## src/rtl/core/prrt_pkg.sv

```systemverilog
// ----------------------------------------------------------------------------
// prrt_pkg
// Shared types, codes and saturation helper for the position table.
// ----------------------------------------------------------------------------
package prrt_pkg;

   localparam int NUM_INSTRUMENTS_DEFAULT = 256;
   localparam int COUNT_WIDTH = 32;
   localparam int INST_W      = 8;
   localparam int VOL_W       = 31;
   localparam int SIDE_W      = 3;
   localparam int OP_W        = 3;

   localparam logic [OP_W-1:0] OP_RESERVE = 3'd0;
   localparam logic [OP_W-1:0] OP_RELEASE = 3'd1;
   localparam logic [OP_W-1:0] OP_TRADE   = 3'd2;
   localparam logic [OP_W-1:0] OP_LOAD    = 3'd3;

   localparam logic [SIDE_W-1:0] SIDE_BUY              = 3'd0;
   localparam logic [SIDE_W-1:0] SIDE_SELL             = 3'd1;
   localparam logic [SIDE_W-1:0] SIDE_BUY_COVER        = 3'd2;
   localparam logic [SIDE_W-1:0] SIDE_BUY_COVER_TODAY  = 3'd3;
   localparam logic [SIDE_W-1:0] SIDE_BUY_COVER_YEST   = 3'd4;
   localparam logic [SIDE_W-1:0] SIDE_SELL_COVER       = 3'd5;
   localparam logic [SIDE_W-1:0] SIDE_SELL_COVER_TODAY = 3'd6;
   localparam logic [SIDE_W-1:0] SIDE_SELL_COVER_YEST  = 3'd7;

   typedef logic signed [COUNT_WIDTH-1:0] count_type;
   typedef logic signed [COUNT_WIDTH+1:0] wide_type;
   typedef logic signed [COUNT_WIDTH:0]   net_type;

   localparam wide_type CNT_MAX = {3'b000, {(COUNT_WIDTH-1){1'b1}}};
   localparam wide_type CNT_MIN = {3'b111, {(COUNT_WIDTH-1){1'b0}}};

   typedef struct packed {
      count_type ll;
      count_type ls;
      count_type tl;
      count_type ts;
      count_type yl;
      count_type ys;
   } entry_type;

   typedef enum logic [2:0] {
      KIND_RESERVE,
      KIND_RELEASE,
      KIND_TRADE,
      KIND_LOAD,
      KIND_QUERY,
      KIND_SKIP
   } kind_type;

   typedef struct packed {
      kind_type          kind;
      logic [INST_W-1:0] instrument;
      logic [SIDE_W-1:0] side;
      logic              bid;
      logic              yest;
      logic [VOL_W-1:0]  amount;
      entry_type         load;
   } item_type;

   function automatic count_type sat(input wide_type v);
      if (v > CNT_MAX) begin
         return CNT_MAX[COUNT_WIDTH-1:0];
      end else if (v < CNT_MIN) begin
         return CNT_MIN[COUNT_WIDTH-1:0];
      end
      return v[COUNT_WIDTH-1:0];
   endfunction

endpackage

```

## src/rtl/core/prrt_queue.sv

```systemverilog
// ----------------------------------------------------------------------------
// prrt_queue
// Two-entry queue between the classifier and the execution stage.
// ----------------------------------------------------------------------------
module prrt_queue (
   input  logic               clock,
   input  logic               reset,
   input  logic               push,
   input  prrt_pkg::item_type push_item,
   output logic               full,
   input  logic               pop,
   output logic               empty,
   output prrt_pkg::item_type head
);
   import prrt_pkg::*;

   item_type   slot_ff [2];
   logic       wr_ptr_ff, wr_ptr_in;
   logic       rd_ptr_ff, rd_ptr_in;
   logic [1:0] count_ff, count_in;

   assign full  = count_ff == 2'd2;
   assign empty = count_ff == 2'd0;
   assign head  = slot_ff[rd_ptr_ff];

   always_comb begin
      wr_ptr_in = push ? !wr_ptr_ff : wr_ptr_ff;
      rd_ptr_in = pop ? !rd_ptr_ff : rd_ptr_ff;
      count_in  = count_ff + 2'(push) - 2'(pop);
   end

   always_ff @(posedge clock) begin
      if (reset) begin
         wr_ptr_ff <= 1'b0;
         rd_ptr_ff <= 1'b0;
         count_ff  <= 2'd0;
      end else begin
         wr_ptr_ff <= wr_ptr_in;
         rd_ptr_ff <= rd_ptr_in;
         count_ff  <= count_in;
      end
   end

   always_ff @(posedge clock) begin
      if (push) begin
         slot_ff[wr_ptr_ff] <= push_item;
      end
   end

endmodule

```

## config.mk

```make
export PLATFORM = sky130hd
export DESIGN_NAME = prrt_queue
export DESIGN_NICKNAME = d
export VERILOG_FILES = /design/src/rtl/core/prrt_pkg.sv /design/src/rtl/core/prrt_queue.sv
export SDC_FILE = /design/constraint.sdc
export NUM_CORES = 1
export LEC_CHECK = 0
export BUFFER_PORTS_ARGS = -buffer_cell sky130_fd_sc_hd__clkbuf_2
export CORE_ASPECT_RATIO = 0.7
export CORE_MARGIN = 8
export CORE_UTILIZATION = 48
export CTS_CLUSTER_DIAMETER = 60
export DETAILED_ROUTE_END_ITERATION = 12
export PLACE_DENSITY = 0.79
export SYNTH_ARGS = -nofsm -noshare
export SYNTH_HDL_FRONTEND = slang
export SYNTH_SLANG_ARGS = --single-unit
```

## constraint.sdc

```tcl
create_clock -name clock -period 14.7 [get_ports clock]
set_input_delay 2.94 -clock clock [delete_from_list [all_inputs] [get_ports clock]]
set_output_delay 2.94 -clock clock [all_outputs]
set_load 0.01 [all_outputs]
```

== Yosys cells after proc, flatten, opt, wreduce, memory -nomap -nowiden ==
Memories as Yosys holds them, arrays and structs flattened. A register that Yosys moved wholly into a read port is not among the register bits.
Index checks and enable logic that the tools add are counted.
Word-level totals
  register bits: 4
  bits in latches: 0
  memory bits (writable): 478
  bits in read-only memories: 0
  output and inout port bits: 241
  logic and storage cells: 14
  memories: 1
Operators by class
  $add $sub $neg: 2
  multiply operators: 0
  divide/modulo/power cells: 0
  magnitude comparators: 0
  equality and inequality tests: 1
  shift-type cells: 0
  multiplexer cells: 4
  bitwise gates (word level): 0
  reductions and logical operators: 3
Memory list
  slot_ff: depth 2, width 239, rd ports 1, clocked after memory_dff 1, write ports 1, line prrt_queue.sv:17  | item_type slot_ff [2];
Operators with widths (number)
  1-bit 2-to-1 mux: 4
  2-bit by 1-bit adder with 2-bit output: 1
  2-bit == test (second input constant): 1
  1-bit logical NOT: 2
  2-bit logical NOT: 1
  2-bit by 1-bit subtractor with 2-bit output: 1

== Depth between registers and ports, before layout ==
  depth in word-level cells: 3
  mapped depth: 6
  depth with buffers taken out: 6

== Worst setup path before layout ==
Ideal clock, no wire load.
  kind: in2reg
  start point: input push
  end point: memory slot_ff[0][0] (netlist bit) (enable)
  data arrival time: 13229 ps
  required time: 13828 ps
  setup slack: 599 ps
  stages: 1
  cells stage by stage: nor2b_1
Between the ends
  longest elaborated chain between the ends: 2
Ends and longest elaborated chain
  from (decl): line prrt_queue.sv:8  | input logic push,
  1-bit 2-to-1 mux: line prrt_queue.sv:45  | if (push) begin
  1-bit 2-to-1 mux (implied by the code): line prrt_queue.sv:46  | slot_ff[wr_ptr_ff] <= push_item;
  to (decl): line prrt_queue.sv:17
Every way passes these cells.

==> metrics.txt <==
via/cell ratio=between 4 and 5; Cells after Synth=765; Synth-to-Final Area Change=23.4%; I/O pin count=484; Pwr Total=between 3 and 4 mW; r2r setup slk=11.72 ns; hold depth=2; critical path launch point type=flip-flop; Remaining DRCs=0; Synth Area in Compound Gates=0%; CP Class=reg2out; GRT Util Overall=between 15 and 20%; Net Sw Frac=22.1%; final worst slack=8.53 ns; number of synthesized register bits=just under 500; final WL=40.7 mm; hold path endpoint=rd_ptr_ff; Post-Synth XOR/XNOR Area=less than 1%; reg2reg path depth=3; proportion of synthesized area in mux cells=a little under a fifth; status=complete, no violations; Cell variety after synth=14; Slew HR=a little over a quarter; Root Buffer=clkbuf_16; fraction of layout cells with a size suffix above 1=around three fifths; Die ar.=around 0.045 mm2; synthesized netlist net count=between 1000 and 1500; vias in the first global route=around 10000; Synth Area in Simple Gates=less than 1%; initial core utilization=about half; RR Endpoint=slot_ff[1][99]; chip width=around 250 um; clock net sink count=483; setup_tns=0 ns; cell-internal power=between 2 and 2.5 mW; LEAKAGE=9.03 nW; power per cell area=between 100 and 150 mW/mm2; Worst Hold Launch=rd_ptr_ff; latest clock arrival within the worst-skew pair=roughly 0.55 ns; first-pass GRT wire length=approximately 60 mm; core outline area=roughly 0.038 mm2; worst vdd ir=roughly 0.11 mV; synth warn=0; DRT iter0 DRCs=roughly 670; CP arrival=between 3 and 4 ns; detailed placer's ending HPWL=29.3 mm; gr ovfl total=0; main combinational cell family by area after synthesis=multiplexers; clock share of power=a little over a third; Reg clk slew, reported paths=around 0.060 ns; initial antenna violation count=5; Routability Congestion=0.787; Final Hold Fails=0; synthesized area=between 0.015 and 0.02 mm2; via count=roughly 9000; DR pass1 iterations=6; Hold-fix buffers, CTS=0; f_max=162 MHz; RSZ-0062 raised after global routing=no; sequential share of power=about half; Worst-Margin Slew=1.11 ns; Net Sw Power=approximately 0.7 mW; fin crit period=between 6 and 7 ns; FP Rows=60; Vert. Die Dim=roughly 180 um; post-cts gate resize count=0; Worst Setup End Kind=output pin; TritonCTS clock tree=yes; Post-CTS Repair Setup Buffers=0; period utilisation layout=about two fifths; Worst Hold Class=reg2reg; Comb power frac=a little under an eighth; Adder-Cell Fraction of Synth Area=0.136%; CTS H-Tree Depth=2; Final Max Slew Viols=0; ANT nets after route=0; Layout Skew=around 0.02 ns; register area share after synthesis=78.7%; crit-path max FO=66; final setup violation count=0; WL/cell=~22 um; IO Port Bufs=between 400 and 500; Mean Syn Cell Area=~24 um2; CP required=11.76 ns; fin nets=around 1500; reg2reg start=wr_ptr_ff; Max Cap Viol=0; largest net degree at the start of global routing=117; TritonCTS buffer count=46; Placement Setup Slack=~9.1 ns; Max Root-Sink Buffers=3
[cell families (layout without fill, tap and decap cells)]
family,Yosys count,in the layout
other,0,3
DFF,483,483
muxes,239,239
xor gates and xnor gates,3,3
and+or+nand+nor,9,9
buffers and inverters,29,577
adders and majority gates,2,2
[sequential cells by signal (all words and copies together), names as in the netlist, named ones only]
name / count
wr_ptr_ff: 1
rd_ptr_ff: 1
count_ff: 2
slot_ff: 478
[metal layers]
layer	vias to the layer above	global-route usage (%)	wire [um]
met5	-	0	13
met4	2	8.25	1690
met3	83	5.42	3170
met2	378	29.1	20500
met1	4458	20.3	15300
li1	4094	-	-
[worst max-delay path by stage]
stage	from	endpoint	cells past startpoint
floorplan	push	slot_ff[0][0]	1
global placement	push	slot_ff[1][49]	4
detailed placement	push	slot_ff[1][49]	4
CTS	flip-flop	head[237]	3
global route	flip-flop	head[237]	3
finish	flip-flop	head[233]	3
[through the flow]
| step | area [um2] | util (%) | std cells | hold slack [ns] |
|---|---|---|---|---|
| after global placement | 21200 | 55.6 | 1726 | 0.495 |
| after detailed placement | 21200 | 55.6 | 1726 | 0.527 |
| after CTS | 22600 | 59.5 | 1809 | 0.539 |
| after floorplan | 18400 | - | 765 | 0.480 |
| final | 22600 | 59.5 | 1812 | 0.535 |
| after global routing | 22600 | 59.5 | 1812 | 0.560 |
[worst max-delay path, stage by stage (launching register included)]
cell and delay [ns]:
dfxtp_4 1.06, buf_4 0.95, mux2_2 0.43, clkbuf_2 0.13
[cell type report]
| class | instances | area, um2 |
|---|---|---|
| diodes | 3 | 7.51 |
| clock buffers | 57 | 1210 |
| clock inverters | 26 | 277 |
| fillers | 2752 | 15400 |
| inverters | 2 | 7.51 |
| multi-input cells | 253 | 3570 |
| flip-flops and latches | 483 | 14500 |
| well taps | 496 | 621 |
| repair buffers | 492 | 2500 |
[layout by cell type (no fill, tap or decap), drive strengths merged, types with 5 or more instances in the layout]
| cell | Yosys | final |
|---|---|---|
| clkbuf | 0 | 540 |
| edfxtp | 478 | 478 |
| mux2 | 239 | 239 |
| clkinv | 0 | 17 |
| buf | 27 | 9 |
| nor2 | 5 | 5 |
| bufinv | 0 | 5 |
| dfxtp | 5 | 5 |
| inv | 2 | 5 |
[power by group through the flow]
stage	Combinational (mW)	Sequential, mW	Clock (mW)
floorplan	0.243	1.68	0
global placement	0.375	1.67	0
detailed placement	0.381	1.67	0
CTS	0.383	1.64	1.19
global route	0.401	1.65	1.24
finish	0.376	1.64	1.16
[cell usage after synthesis]
cell type,instances,share of area (%)
nor2_1,5,0.10
xnor2_1,2,0.095
xnor3_1,1,0.12
buf_8,12,0.98
ha_1,2,0.14
mux2_2,37,2.3
inv_1,2,0.041
nor2b_1,3,0.10
and2_1,1,0.034
dfxtp_1,5,0.55
buf_6,13,0.80
edfxtp_1,478,78
buf_2,2,0.055
mux2_4,202,17
(Power assumes the default switching activity.)
