## config.mk

```make
export PLATFORM = sky130hd
export DESIGN_NAME = prrt_front
export DESIGN_NICKNAME = d
export VERILOG_FILES = /design/src/rtl/core/prrt_pkg.sv /design/src/rtl/core/prrt_front.sv
export SDC_FILE = /design/constraint.sdc
export NUM_CORES = 1
export LEC_CHECK = 0
export BUFFER_PORTS_ARGS = -buffer_cell sky130_fd_sc_hd__buf_2
export CELL_PAD_IN_SITES_DETAIL_PLACEMENT = 0
export CELL_PAD_IN_SITES_GLOBAL_PLACEMENT = 2
export CORE_AREA = 2 2 196 198
export DETAILED_ROUTE_END_ITERATION = 10
export DIE_AREA = 0 0 198 200
export PLACE_DENSITY_LB_ADDON = 0.1
export SYNTH_ARGS = -nofsm -noshare
export SYNTH_HDL_FRONTEND = slang
export SYNTH_SLANG_ARGS = --single-unit
```

## constraint.sdc

```tcl
create_clock -name vclk -period 4.4
set_input_delay 0.44 -clock vclk [all_inputs]
set_output_delay 0.44 -clock vclk [all_outputs]
set_load 0.05 [all_outputs]
```

## src/rtl/core/prrt_pkg.sv

```systemverilog
// ----------------------------------------------------------------------------
// prrt_pkg
// Shared types, codes and saturation helper for the position table.
// ----------------------------------------------------------------------------
package prrt_pkg;

   localparam int NUM_INSTRUMENTS_DEFAULT = 256;
   localparam int COUNT_WIDTH = 32;
   localparam int INST_W      = 8;
   localparam int VOL_W       = 31;
   localparam int SIDE_W      = 3;
   localparam int OP_W        = 3;

   localparam logic [OP_W-1:0] OP_RESERVE = 3'd0;
   localparam logic [OP_W-1:0] OP_RELEASE = 3'd1;
   localparam logic [OP_W-1:0] OP_TRADE   = 3'd2;
   localparam logic [OP_W-1:0] OP_LOAD    = 3'd3;

   localparam logic [SIDE_W-1:0] SIDE_BUY              = 3'd0;
   localparam logic [SIDE_W-1:0] SIDE_SELL             = 3'd1;
   localparam logic [SIDE_W-1:0] SIDE_BUY_COVER        = 3'd2;
   localparam logic [SIDE_W-1:0] SIDE_BUY_COVER_TODAY  = 3'd3;
   localparam logic [SIDE_W-1:0] SIDE_BUY_COVER_YEST   = 3'd4;
   localparam logic [SIDE_W-1:0] SIDE_SELL_COVER       = 3'd5;
   localparam logic [SIDE_W-1:0] SIDE_SELL_COVER_TODAY = 3'd6;
   localparam logic [SIDE_W-1:0] SIDE_SELL_COVER_YEST  = 3'd7;

   typedef logic signed [COUNT_WIDTH-1:0] count_type;
   typedef logic signed [COUNT_WIDTH+1:0] wide_type;
   typedef logic signed [COUNT_WIDTH:0]   net_type;

   localparam wide_type CNT_MAX = {3'b000, {(COUNT_WIDTH-1){1'b1}}};
   localparam wide_type CNT_MIN = {3'b111, {(COUNT_WIDTH-1){1'b0}}};

   typedef struct packed {
      count_type ll;
      count_type ls;
      count_type tl;
      count_type ts;
      count_type yl;
      count_type ys;
   } entry_type;

   typedef enum logic [2:0] {
      KIND_RESERVE,
      KIND_RELEASE,
      KIND_TRADE,
      KIND_LOAD,
      KIND_QUERY,
      KIND_SKIP
   } kind_type;

   typedef struct packed {
      kind_type          kind;
      logic [INST_W-1:0] instrument;
      logic [SIDE_W-1:0] side;
      logic              bid;
      logic              yest;
      logic [VOL_W-1:0]  amount;
      entry_type         load;
   } item_type;

   function automatic count_type sat(input wide_type v);
      if (v > CNT_MAX) begin
         return CNT_MAX[COUNT_WIDTH-1:0];
      end else if (v < CNT_MIN) begin
         return CNT_MIN[COUNT_WIDTH-1:0];
      end
      return v[COUNT_WIDTH-1:0];
   endfunction

endpackage

```

## src/rtl/core/prrt_front.sv

```systemverilog
// ----------------------------------------------------------------------------
// prrt_front
// Accepts requests and classifies them into work items for the queue.
// ----------------------------------------------------------------------------
module prrt_front #(
   parameter int NUM_INSTRUMENTS = prrt_pkg::NUM_INSTRUMENTS_DEFAULT
) (
   input  logic                              req_valid,
   output logic                              req_stall,
   input  logic [prrt_pkg::OP_W-1:0]         req_op,
   input  logic [prrt_pkg::INST_W-1:0]       req_instrument,
   input  logic [prrt_pkg::SIDE_W-1:0]       req_side,
   input  logic [prrt_pkg::VOL_W-1:0]        req_volume,
   input  logic [prrt_pkg::VOL_W-1:0]        req_executed_volume,
   input  logic                              req_order_open,
   input  prrt_pkg::entry_type               req_load,
   input  logic                              q_full,
   output logic                              q_push,
   output prrt_pkg::item_type                q_item
);
   import prrt_pkg::*;

   logic in_range;
   logic bid;
   logic release_ok;

   assign req_stall = q_full;
   assign q_push    = req_valid && !q_full;

   assign in_range = 32'(req_instrument) < NUM_INSTRUMENTS;
   assign bid = (req_side == SIDE_BUY) || (req_side == SIDE_BUY_COVER) ||
                (req_side == SIDE_BUY_COVER_TODAY) || (req_side == SIDE_BUY_COVER_YEST);
   assign release_ok = !req_order_open && (req_executed_volume < req_volume) &&
                       (req_side != SIDE_BUY) && (req_side != SIDE_SELL);

   always_comb begin
      q_item            = '0;
      q_item.instrument = req_instrument;
      q_item.side       = req_side;
      q_item.bid        = bid;
      q_item.yest       = (req_side == SIDE_BUY_COVER_YEST) ||
                          (req_side == SIDE_SELL_COVER_YEST);
      q_item.amount     = req_volume;
      q_item.load       = req_load;
      unique case (req_op)
         OP_RESERVE: q_item.kind = KIND_RESERVE;
         OP_RELEASE: begin
            // an inapplicable release behaves like a query
            q_item.kind   = release_ok ? KIND_RELEASE : KIND_QUERY;
            q_item.amount = req_volume - req_executed_volume;
         end
         OP_TRADE:   q_item.kind = KIND_TRADE;
         OP_LOAD:    q_item.kind = KIND_LOAD;
         default:    q_item.kind = KIND_QUERY;
      endcase
      if (!in_range) begin
         q_item.kind = KIND_SKIP;
      end
   end

endmodule

```

# Word level (Yosys, flattened, before mapping)
# Cells that the tools add are included.
# totals
reg_bits	0
mem_count	0
mem_bits_rw	0
rom_bits	0
latch_bits	0
in_bits	271
# op_classes
div	0
add_sub_neg	1
muxes	3
eq_ne	8
order_cmp	1
multipliers	0
n_bitwise	0
n_reduce_logical	13
shift	0
# op_table
op	count
31-bit less-than comparator	1
31-bit two-way mux	1
31-bit subtractor	1
3-bit by 2-bit equality test with 1-bit output, second input constant	4
3-bit case mux with 4 select lines	1
3-bit equality test, second input constant	2
3-bit zero test	2
1-bit logical AND	4
1-bit logical OR	4
3-bit by 1-bit equality test with 1-bit output, second input constant	1
3-bit two-way mux	1
3-bit by 1-bit inequality test with 1-bit output, second input constant	1
3-bit nonzero test	1
1-bit zero test	2

# Longest topological paths before layout
# Gate-level depths: netlist of run 1.
# depth
depth_word	6
mapped_depth	10
mapped_depth_nobuf	10

# Worst setup path before layout of run 1
# No wires, ideal clock.
# synth_path
path_type	input to output
startpoint	input port req_executed_volume[8] (netlist bit)
endpoint	output port q_item[213] (netlist bit)
n_path_buf	0
setup_slack_ns	0.038
path_stages	8
arrival_time_ns	3.922
path_cell_list	inv_1 > ha_1 > a21o_1 > a221o_1 > a311o_1 > o221ai_2 > a21boi_0 > o311ai_0
# synth_lines
element	line_no	source
start, declared	prrt_front.sv:14	input logic [prrt_pkg::VOL_W-1:0] req_executed_volume,
end, declared	prrt_front.sv:19	output prrt_pkg::item_type q_item

==> summary.txt, run 1 <==
Timing
  – Worst slew pin tran: around 0.87 ns
  – Max-slew headroom: a little over two fifths
  – Final worst slack: 0.6423 ns
  – Setup Viol. Count Final: 0
  – Fmax: 266.1 MHz
  – RSZ-0062 raised after global routing: no
  – Setup_tns: 0 ns
  – Final Hold Vio Count: 0
  – Final worst-path cycle share: ~85%
  – Max-slew violations: 0
  – Final Critical Period: 3.758 ns

Routing
  – Via Count: 3365
  – Routed WL per cell: about 15 um
  – Final WL: about 15000 um
  – Drt drc: 0
  – Via/cell ratio: around 3.4
  – Routed Antenna Nets: 0
  – Drt pass-1 iters: 4
  – Initial DRC Count: 96

Worst setup path
  – Max stage delay on crit path: about 0.48 ns
  – Critical Path RT: ~4 ns
  – Max FO, Critical Path: 6
  – Startpoint Class: input port
  – Setup CP Type: in2out
  – Worst path most repeated cell: buf_2
  – Crit path capture type: output pin
  – Worst path slowest cell: or4_1
  – Critical path data arrival time: 3.32 ns
  – Crit-path cells: buf_2 > ha_1 > a21o_1 > a221o_1 > a311o_1 > o221ai_2 > a21oi_2 > or4_1 > nand3_1 > buf_2

Layout
  – # diodes: 0
  – Final core occ: a little under a tenth
  – Most frequent cells in the layout: 112 x buf_2, 52 x nand2_1, 41 x o21ai_0
  – Share of post-route cells with drive strength above 1: between 20% and 30%
  – Commonest non-fill, non-tap cell in the layout: buf_2
  – FF+latch area: 0 sq um
  – Cell area after layout: approximately 3600 sq um
  – Clock buffer count: 0
  – Seq cells: 0
  – Fin nets: about 790
  – Filler Cell Count: roughly 4400
  – Area Overhead vs Synth: -8.931%

Power and ir drop
  – Pwr Total: around 0.53 mW
  – Cell-internal power: 0.1690 mW
  – Pwr Density: between 100 and 150 nW/um^2
  – Total net switching power: roughly 0.36 mW
  – Leak pwr: between 1.5 and 2 nW
  – Sequential share of power: 0%
  – Comb pwr share: 100.0%
  – Sw Share: 67.87%
  – Clock power frac: 0%
  – Maximum vdd drop: 0.03234 mV

Min path
  – Hold depth: 0
  – Worst hold path type: in2out

Placed design
  – Port buffer count: 112
  – GP Congestion: between 0.6 and 0.7
  – Placed cell area: 3560 sq um
  – Post-detailed-placement half-perimeter wirelength: between 10000 and 15000 um
  – Setup Slack @ Placement: ~0.51 ns

Global routing
  – Pin count of the biggest net entering global routing: 38
  – Antenna violations before repair: 0
  – Number of global-route vias before repair: between 3000 and 4000
  – First-pass GRT wire length: between 20000 and 25000 um
  – Total Routing Usage GR: 7.268%
  – Overflow after GRT: 0

Job
  – Max cap viols: 0

Logic synthesis
  – Syn. warnings: 0
  – Distinct cells, synth: 54
  – Cells after Synth: slightly below 600
  – Sequential-to-total area share from yosys stat: 0%
  – Synth Net Count: 894
  – Area leader, netlist: buf_4
  – Mapped Area: around 4000 sq um
  – Avg Cell Area, Syn: roughly 6.6 sq um
  – Synth top area cells: buf_4 39%, ha_1 9.9%, o21ai_0 5.2%
  – Post-synth top area share: between 30% and 40%

Clock network
  – Post-CTS Hold Buffers: 0
  – Post-CTS Setup Bufs: 0
  – Post-CTS sizing: 0

Floorplan
  – Row cnt: between 70 and 80
  – Chip Width: slightly below 200 um
  – Height of the die: about 200 um
  – Full die area: 39600 sq um
  – I/O Pins: 512
  – Initial Util: a little over a tenth
  – Core area: ~37000 sq um

Outcome
  – Status: complete, no violations
-- worst max-delay path, delay by kind of cell --
kind / cells / cell delay (ns)
buf+inv: 2 / 0.41
simple gates: 2 / 0.62
compound gates: 5 / 1.48
fa+ha+maj: 1 / 0.37
-- power groups by stage --
stage / registers, mW / logic, mW / clock network [mW]
after floorplan: 0 / 0.848 / 0
after global placement: 0 / 0.545 / 0
after detailed placement: 0 / 0.538 / 0
after CTS: 0 / 0.541 / 0
after global routing: 0 / 0.586 / 0
final: 0 / 0.526 / 0
-- metrics by stage --
step	instances	hold WS, ns
after floorplan	591	1.047
after global placement	998	0.8803
after detailed placement	998	0.8803
after CTS	998	0.8803
after global routing	998	0.8801
final	998	0.8800
-- cells in the mapped netlist, types with 3 or more instances --
cell / count
a211oi_1: 8
a21o_1: 14
a21oi_1: 29
a31o_2: 3
a31oi_1: 6
and3_1: 3
buf_4: 205
clkbuf_1: 17
ha_1: 31
inv_1: 37
nand2_1: 52
nand3_1: 14
nand4_1: 7
nor2_1: 22
nor2b_1: 12
nor3_1: 9
nor4_1: 3
o211ai_1: 3
o21ai_0: 41
o21bai_1: 4
o311ai_0: 4
o31ai_1: 8
xnor2_1: 9
xor2_1: 8
-- logic make-up after synthesis --
family / count (synthesis) / share of synthesized area [%]
buf+inv: 261 / 44.78
compound gates: 140 / 23.14
simple gates: 139 / 17.32
fa+ha+maj: 32 / 10.44
xor+xnor: 17 / 3.809
mux: 2 / 0.5122
-- per-layer routing --
metal  vias to the layer above  GRT usage [%]  routed length [um]
met5                         -              0                   0
met4                         0          1.253                 210
met3                        46          1.831                1248
met2                       158          12.40                7111
met1                      1553          9.346                6757
li1                       1608              -                   -
-- area by class of cell --
cell class,instances,area (sq um),share of cell area (%)
Multi-Input combinational cell,330,2161,60.70
Tap cell,511,639.4,17.96
Timing Repair Buffer,120,620.6,17.43
Inverter,37,138.9,3.902
-- worst paths after layout --
| kind | startpoint | slack [ns] | endpoint |
|---|---|---|---|
| hold / removal | req_load[0] | 0.88 | q_item[0] |
| setup / recovery | req_volume[8] | 0.64 | q_item[217] |
Power figures use the tool's default switching activity.
==> run 2: changes to the inputs <==
BUFFER_PORTS_ARGS = not set   (was -buffer_cell sky130_fd_sc_hd__buf_2)
CORE_AREA = 2 2 199 201   (was 2 2 196 198)
DIE_AREA = 0 0 201 203   (was 0 0 198 200)
DONT_BUFFER_PORTS = 1   (was not set)
clock period = 4 ns   (was 4.4 ns; I/O delays follow)
==> run 2 against run 1 <==
  * Global-route usage is 0.10 points lower
  * Clock-buffer cell count stayed put
  * First-iteration DRC count is 6.3% higher
  * Critical path depth stayed put
  * Critical endpoint is now q_item[221]
  * Sequential share of layout area stayed put
  * Final area is 8.3% lower
==> summary.txt, run 2 (synthesized netlist as in run 1, its figures left out) <==
Floorplan
  – Row cnt: a little over 70
  – Initial Util: around a tenth
  – I/O Pins: roughly 510
  – Height of the die: ~200 um
  – Full die area: between 40000 and 50000 sq um
  – Core area: 38470 sq um
  – Chip Width: about 200 um

Timing
  – RSZ-0062 raised after global routing: no
  – Max-slew headroom: 26.12%
  – Final Critical Period: 3.587 ns
  – Setup_tns: 0 ns
  – Worst slew pin tran: between 1 and 1.5 ns
  – Final Hold Vio Count: 0
  – Final worst-path cycle share: roughly nine tenths
  – Fmax: approximately 280 MHz
  – Setup Viol. Count Final: 0
  – Max-slew violations: 0

Global routing
  – First-pass GRT wire length: between 20000 and 25000 um
  – Overflow after GRT: 0
  – Antenna violations before repair: 0
  – Number of global-route vias before repair: approximately 3300
  – Pin count of the biggest net entering global routing: 34
  – Total Routing Usage GR: 7.164%

Outcome
  – Status: complete, no violations

Worst setup path
  – Startpoint Class: input port
  – Setup CP Type: in2out
  – Crit path capture type: output pin
  – Critical path data arrival time: between 3 and 4 ns
  – Max FO, Critical Path: 6
  – Critical Path RT: ~3.6 ns

Routing
  – Via Count: 3107
  – Drt drc: 0
  – Routed WL per cell: between 15 and 20 um
  – Routed Antenna Nets: 0
  – Drt pass-1 iters: 4
  – Via/cell ratio: between 3 and 4
  – Initial DRC Count: between 100 and 150
  – Final WL: ~16000 um

Min path
  – Hold depth: 0
  – Worst hold path type: in2out
  – End point of the worst hold path: q_item[10]
  – Hold path start: req_load[10]

Layout
  – Clock buffer count: 0
  – Commonest non-fill, non-tap cell in the layout: nand2_1
  – Filler Cell Count: ~4600
  – Area Overhead vs Synth: -16.52%
  – Seq cells: 0
  – Final Instance Count excl. Fillers: 922
  – Share of post-route cells with drive strength above 1: ~14%
  – Fin nets: approximately 700
  – FF+latch area: 0 sq um
  – Most frequent cells in the layout: 52 x nand2_1, 37 x inv_1, 37 x buf_4
  – # diodes: 0

Power and ir drop
  – Leak pwr: between 1 and 1.5 nW
  – Pwr Density: approximately 170 nW/um^2
  – Maximum vdd drop: 0.03588 mV

Placed design
  – Post-detailed-placement half-perimeter wirelength: 13650 um
  – GP Congestion: roughly 0.66
  – Port buffer count: 0
  – Placed insts: 922

Clock network
  – Post-CTS sizing: 0
  – Post-CTS Hold Buffers: 0
  – Post-CTS Setup Bufs: 0

Job
  – Max cap viols: 0
[run 2: cell count changes in the layout (fill, tap and decap cells not counted)]
cell,delta
buf_2,-112
o31ai_2,+3
o21ai_1,+19
o311ai_0,-3
o31ai_1,-3
o21ai_0,-19
o311ai_2,+3
buf_4,+29
[run 2: area by class of cell]
cell class,count,area (sq um),area share [%]
Inverter,37,138.9,4.256
Tap cell,518,648.1,19.86
Multi-Input combinational cell,330,2198,67.37
Timing Repair Buffer,37,277.8,8.512
[run 2: worst max-delay path by stage]
stage	start	endpoint
2_1_floorplan	req_executed_volume[24]	q_item[221]
3_3_place_gp	req_executed_volume[7]	q_item[221]
3_5_place_dp	req_executed_volume[7]	q_item[221]
4_1_cts	req_executed_volume[7]	q_item[221]
5_1_grt	req_executed_volume[7]	q_item[221]
6_report	req_executed_volume[8]	q_item[221]
[run 2: per-stage QoR]
step | utilization, % | power, mW | setup WS [ns] | hold slack, ns | instance area [sq um]
CTS | 8.483 | 0.5690 | 0.2700 | 0.8003 | 3263
global route | 8.483 | 0.6098 | 0.1212 | 0.8001 | 3263
floorplan | - | 0.9327 | 0.1190 | 0.9671 | 3909
global placement | 8.483 | 0.5751 | 0.2725 | 0.8003 | 3263
finish | 8.483 | 0.5542 | 0.4131 | 0.8000 | 3263
detailed placement | 8.483 | 0.5667 | 0.2961 | 0.8003 | 3263
[run 2: report_power, final]
| group | total (mW) | internal (mW) | switching, mW |
|---|---|---|---|
| clock network | 0 | 0 | 0 |
| registers | 0 | 0 | 0 |
| logic | 0.554 | 0.176 | 0.378 |
[run 2: routing by layer]
metal  routed length (um)  GRT usage [%]  vias to the layer above
met4                  165         0.9524                        0
met1                 6864          9.158                     1428
li1                     -              -                     1439
met3                 1506          2.456                       44
met2                 7151          11.81                      196
met5                    0         0.7143                        -
[run 2: worst max-delay path: stages]
cell	delay, ns
inv_1	0.03
ha_1	0.38
and4_2	0.29
nand3_1	0.19
a211oi_1	0.47
o221ai_2	0.29
o31ai_1	0.49
mux2i_1	0.29
o311ai_2	0.13
buf_4	0.22
==> run 3: changes to the inputs <==
GPL_ROUTABILITY_DRIVEN = 0   (was not set)
PLACE_DENSITY = 0.34   (was not set)
PLACE_DENSITY_LB_ADDON = not set   (was 0.1)
==> run 3 against run 2 <==
  * Core utilization shrank 0.14 points
  * Combinational power shrank 3%
  * Via count shrank 1.6%
  * Die area is the same
  * Maximum frequency shrank 2.5%
  * First-iteration DRC count grew 39%
  * Setup slack lost 0.094 ns
  * Cell count shrank 0.76%
  * Worst hold slack is the same
  * Sequential cell count is the same
  * Sequential share of layout area is the same
  * Critical endpoint unchanged
  * Largest cell class unchanged
==> summary.txt, run 3 (synthesized netlist as in run 1, its figures left out) <==
Global routing
  – Met2 Track Usage GR: a little under an eighth
  – Antenna violations before repair: 0
  – Met1 GRT Util: ~8.9%
  – Total Routing Usage GR: 6.932%
  – Pin count of the biggest net entering global routing: 21
  – First-pass GRT wire length: 21690 um
  – Global route hottest layer: met2
  – Met3 usage: 2.087%
  – Overflow after GRT: 0
  – Number of global-route vias before repair: approximately 3200

Clock network
  – Post-CTS sizing: 0
  – Post-CTS Hold Buffers: 0
  – Post-CTS Setup Bufs: 0

Worst setup path
  – Setup CP Type: in2out
  – Worst path slowest cell: a211oi_1
  – Crit path capture type: output pin
  – Top delay family on crit path: compound AO/OA/AOI/OAI gates
  – Max FO, Critical Path: 7
  – Startpoint Class: input port
  – Critical Path RT: 3.60 ns
  – Critical path data arrival time: between 3 and 4 ns
  – Max stage delay on crit path: between 0.5 and 0.6 ns
  – Crit-path cells: inv_1 > ha_1 > and4_2 > nand3_1 > a211oi_1 > o221ai_2 > o31ai_1 > mux2i_1 > o311ai_2
  – CP Buf/Inv Count: 1

Layout
  – # diodes: 0
  – Most frequent cells in the layout: 52 x nand2_1, 37 x inv_1, 31 x ha_1
  – FF+latch area: 0 sq um
  – Share of post-route cells with drive strength above 1: between 10% and 20%
  – Clock buffer count: 0
  – Cell area after layout: approximately 3200 sq um
  – Final core occ: 8.346%
  – Area Overhead vs Synth: -17.86%
  – Seq cells: 0
  – Commonest non-fill, non-tap cell in the layout: nand2_1
  – Filler Cell Count: ~4500
  – Fin nets: approximately 700

Timing
  – Setup Viol. Count Final: 0
  – Final Hold Vio Count: 0
  – Max-slew violations: 0
  – RSZ-0062 raised after global routing: no
  – Setup_tns: 0 ns
  – Max-slew headroom: 26.84%
  – Final Critical Period: ~3.7 ns
  – Final worst slack: 0.3193 ns
  – Worst slew pin tran: about 1.1 ns
  – Fmax: 271.7 MHz
  – Final worst-path cycle share: just over 90%

Placed design
  – Placed cell area: ~3200 sq um
  – Post-detailed-placement half-perimeter wirelength: 13330 um
  – Port buffer count: 0
  – Setup Slack @ Placement: around 0.20 ns

Job
  – Max cap viols: 0

Routing
  – Drt drc: 0
  – Final WL: 15200 um
  – Via Count: slightly above 3000
  – Drt pass-1 iters: 4
  – Routed Antenna Nets: 0
  – Initial DRC Count: between 100 and 150
  – Via/cell ratio: between 3 and 4
  – Routed WL per cell: roughly 17 um

Power and ir drop
  – Pwr Total: roughly 0.54 mW
  – Pwr Density: 167.4 nW/um^2
  – Maximum vdd drop: 0.04302 mV
  – Leak pwr: roughly 1.3 nW

Floorplan
  – Core area: about 38000 sq um
  – Row cnt: between 70 and 80
  – Full die area: 40800 sq um
  – Chip Width: 201 um
  – Initial Util: 10.16%
  – I/O Pins: 512
  – Height of the die: about 200 um

Min path
  – Worst hold path type: in2out

Outcome
  – Status: complete, no violations
run 3: cell count changes in the layout (fill, tap and decap cells not counted):
| cell | before | now |
|---|---|---|
| buf_4 | 37 | 30 |
run 3: where the power goes:
group | switching [mW] | internal (mW) | total (mW)
Sequential | 0 | 0 | 0
Clock | 0 | 0 | 0
Combinational | 0.370 | 0.168 | 0.538
run 3: final timing paths:
kind | start | end | slack, ns | cells after the start
setup / recovery | req_executed_volume[7] | q_item[221] | 0.32 | 9
hold / removal | req_load[135] | q_item[135] | 0.80 | 0
run 3: through the flow:
stage | instances | hold slack [ns]
final | 915 | 0.8000
after global routing | 915 | 0.8001
after CTS | 915 | 0.8003
after detailed placement | 915 | 0.8003
after global placement | 915 | 0.8003
after floorplan | 591 | 0.9671
run 3: metal layers:
metal	wire [um]	vias to the layer above
met4	293	0
met1	6683	1417
met5	0	-
met3	1341	54
met2	6886	161
li1	-	1425
run 3: layout make-up:
class | count | area [sq um] | area share (%)
multi-input combinational | 330 | 2198 | 68.47
tap | 518 | 648.1 | 20.19
timing repair buffer | 30 | 225.2 | 7.015
inverter | 37 | 138.9 | 4.326
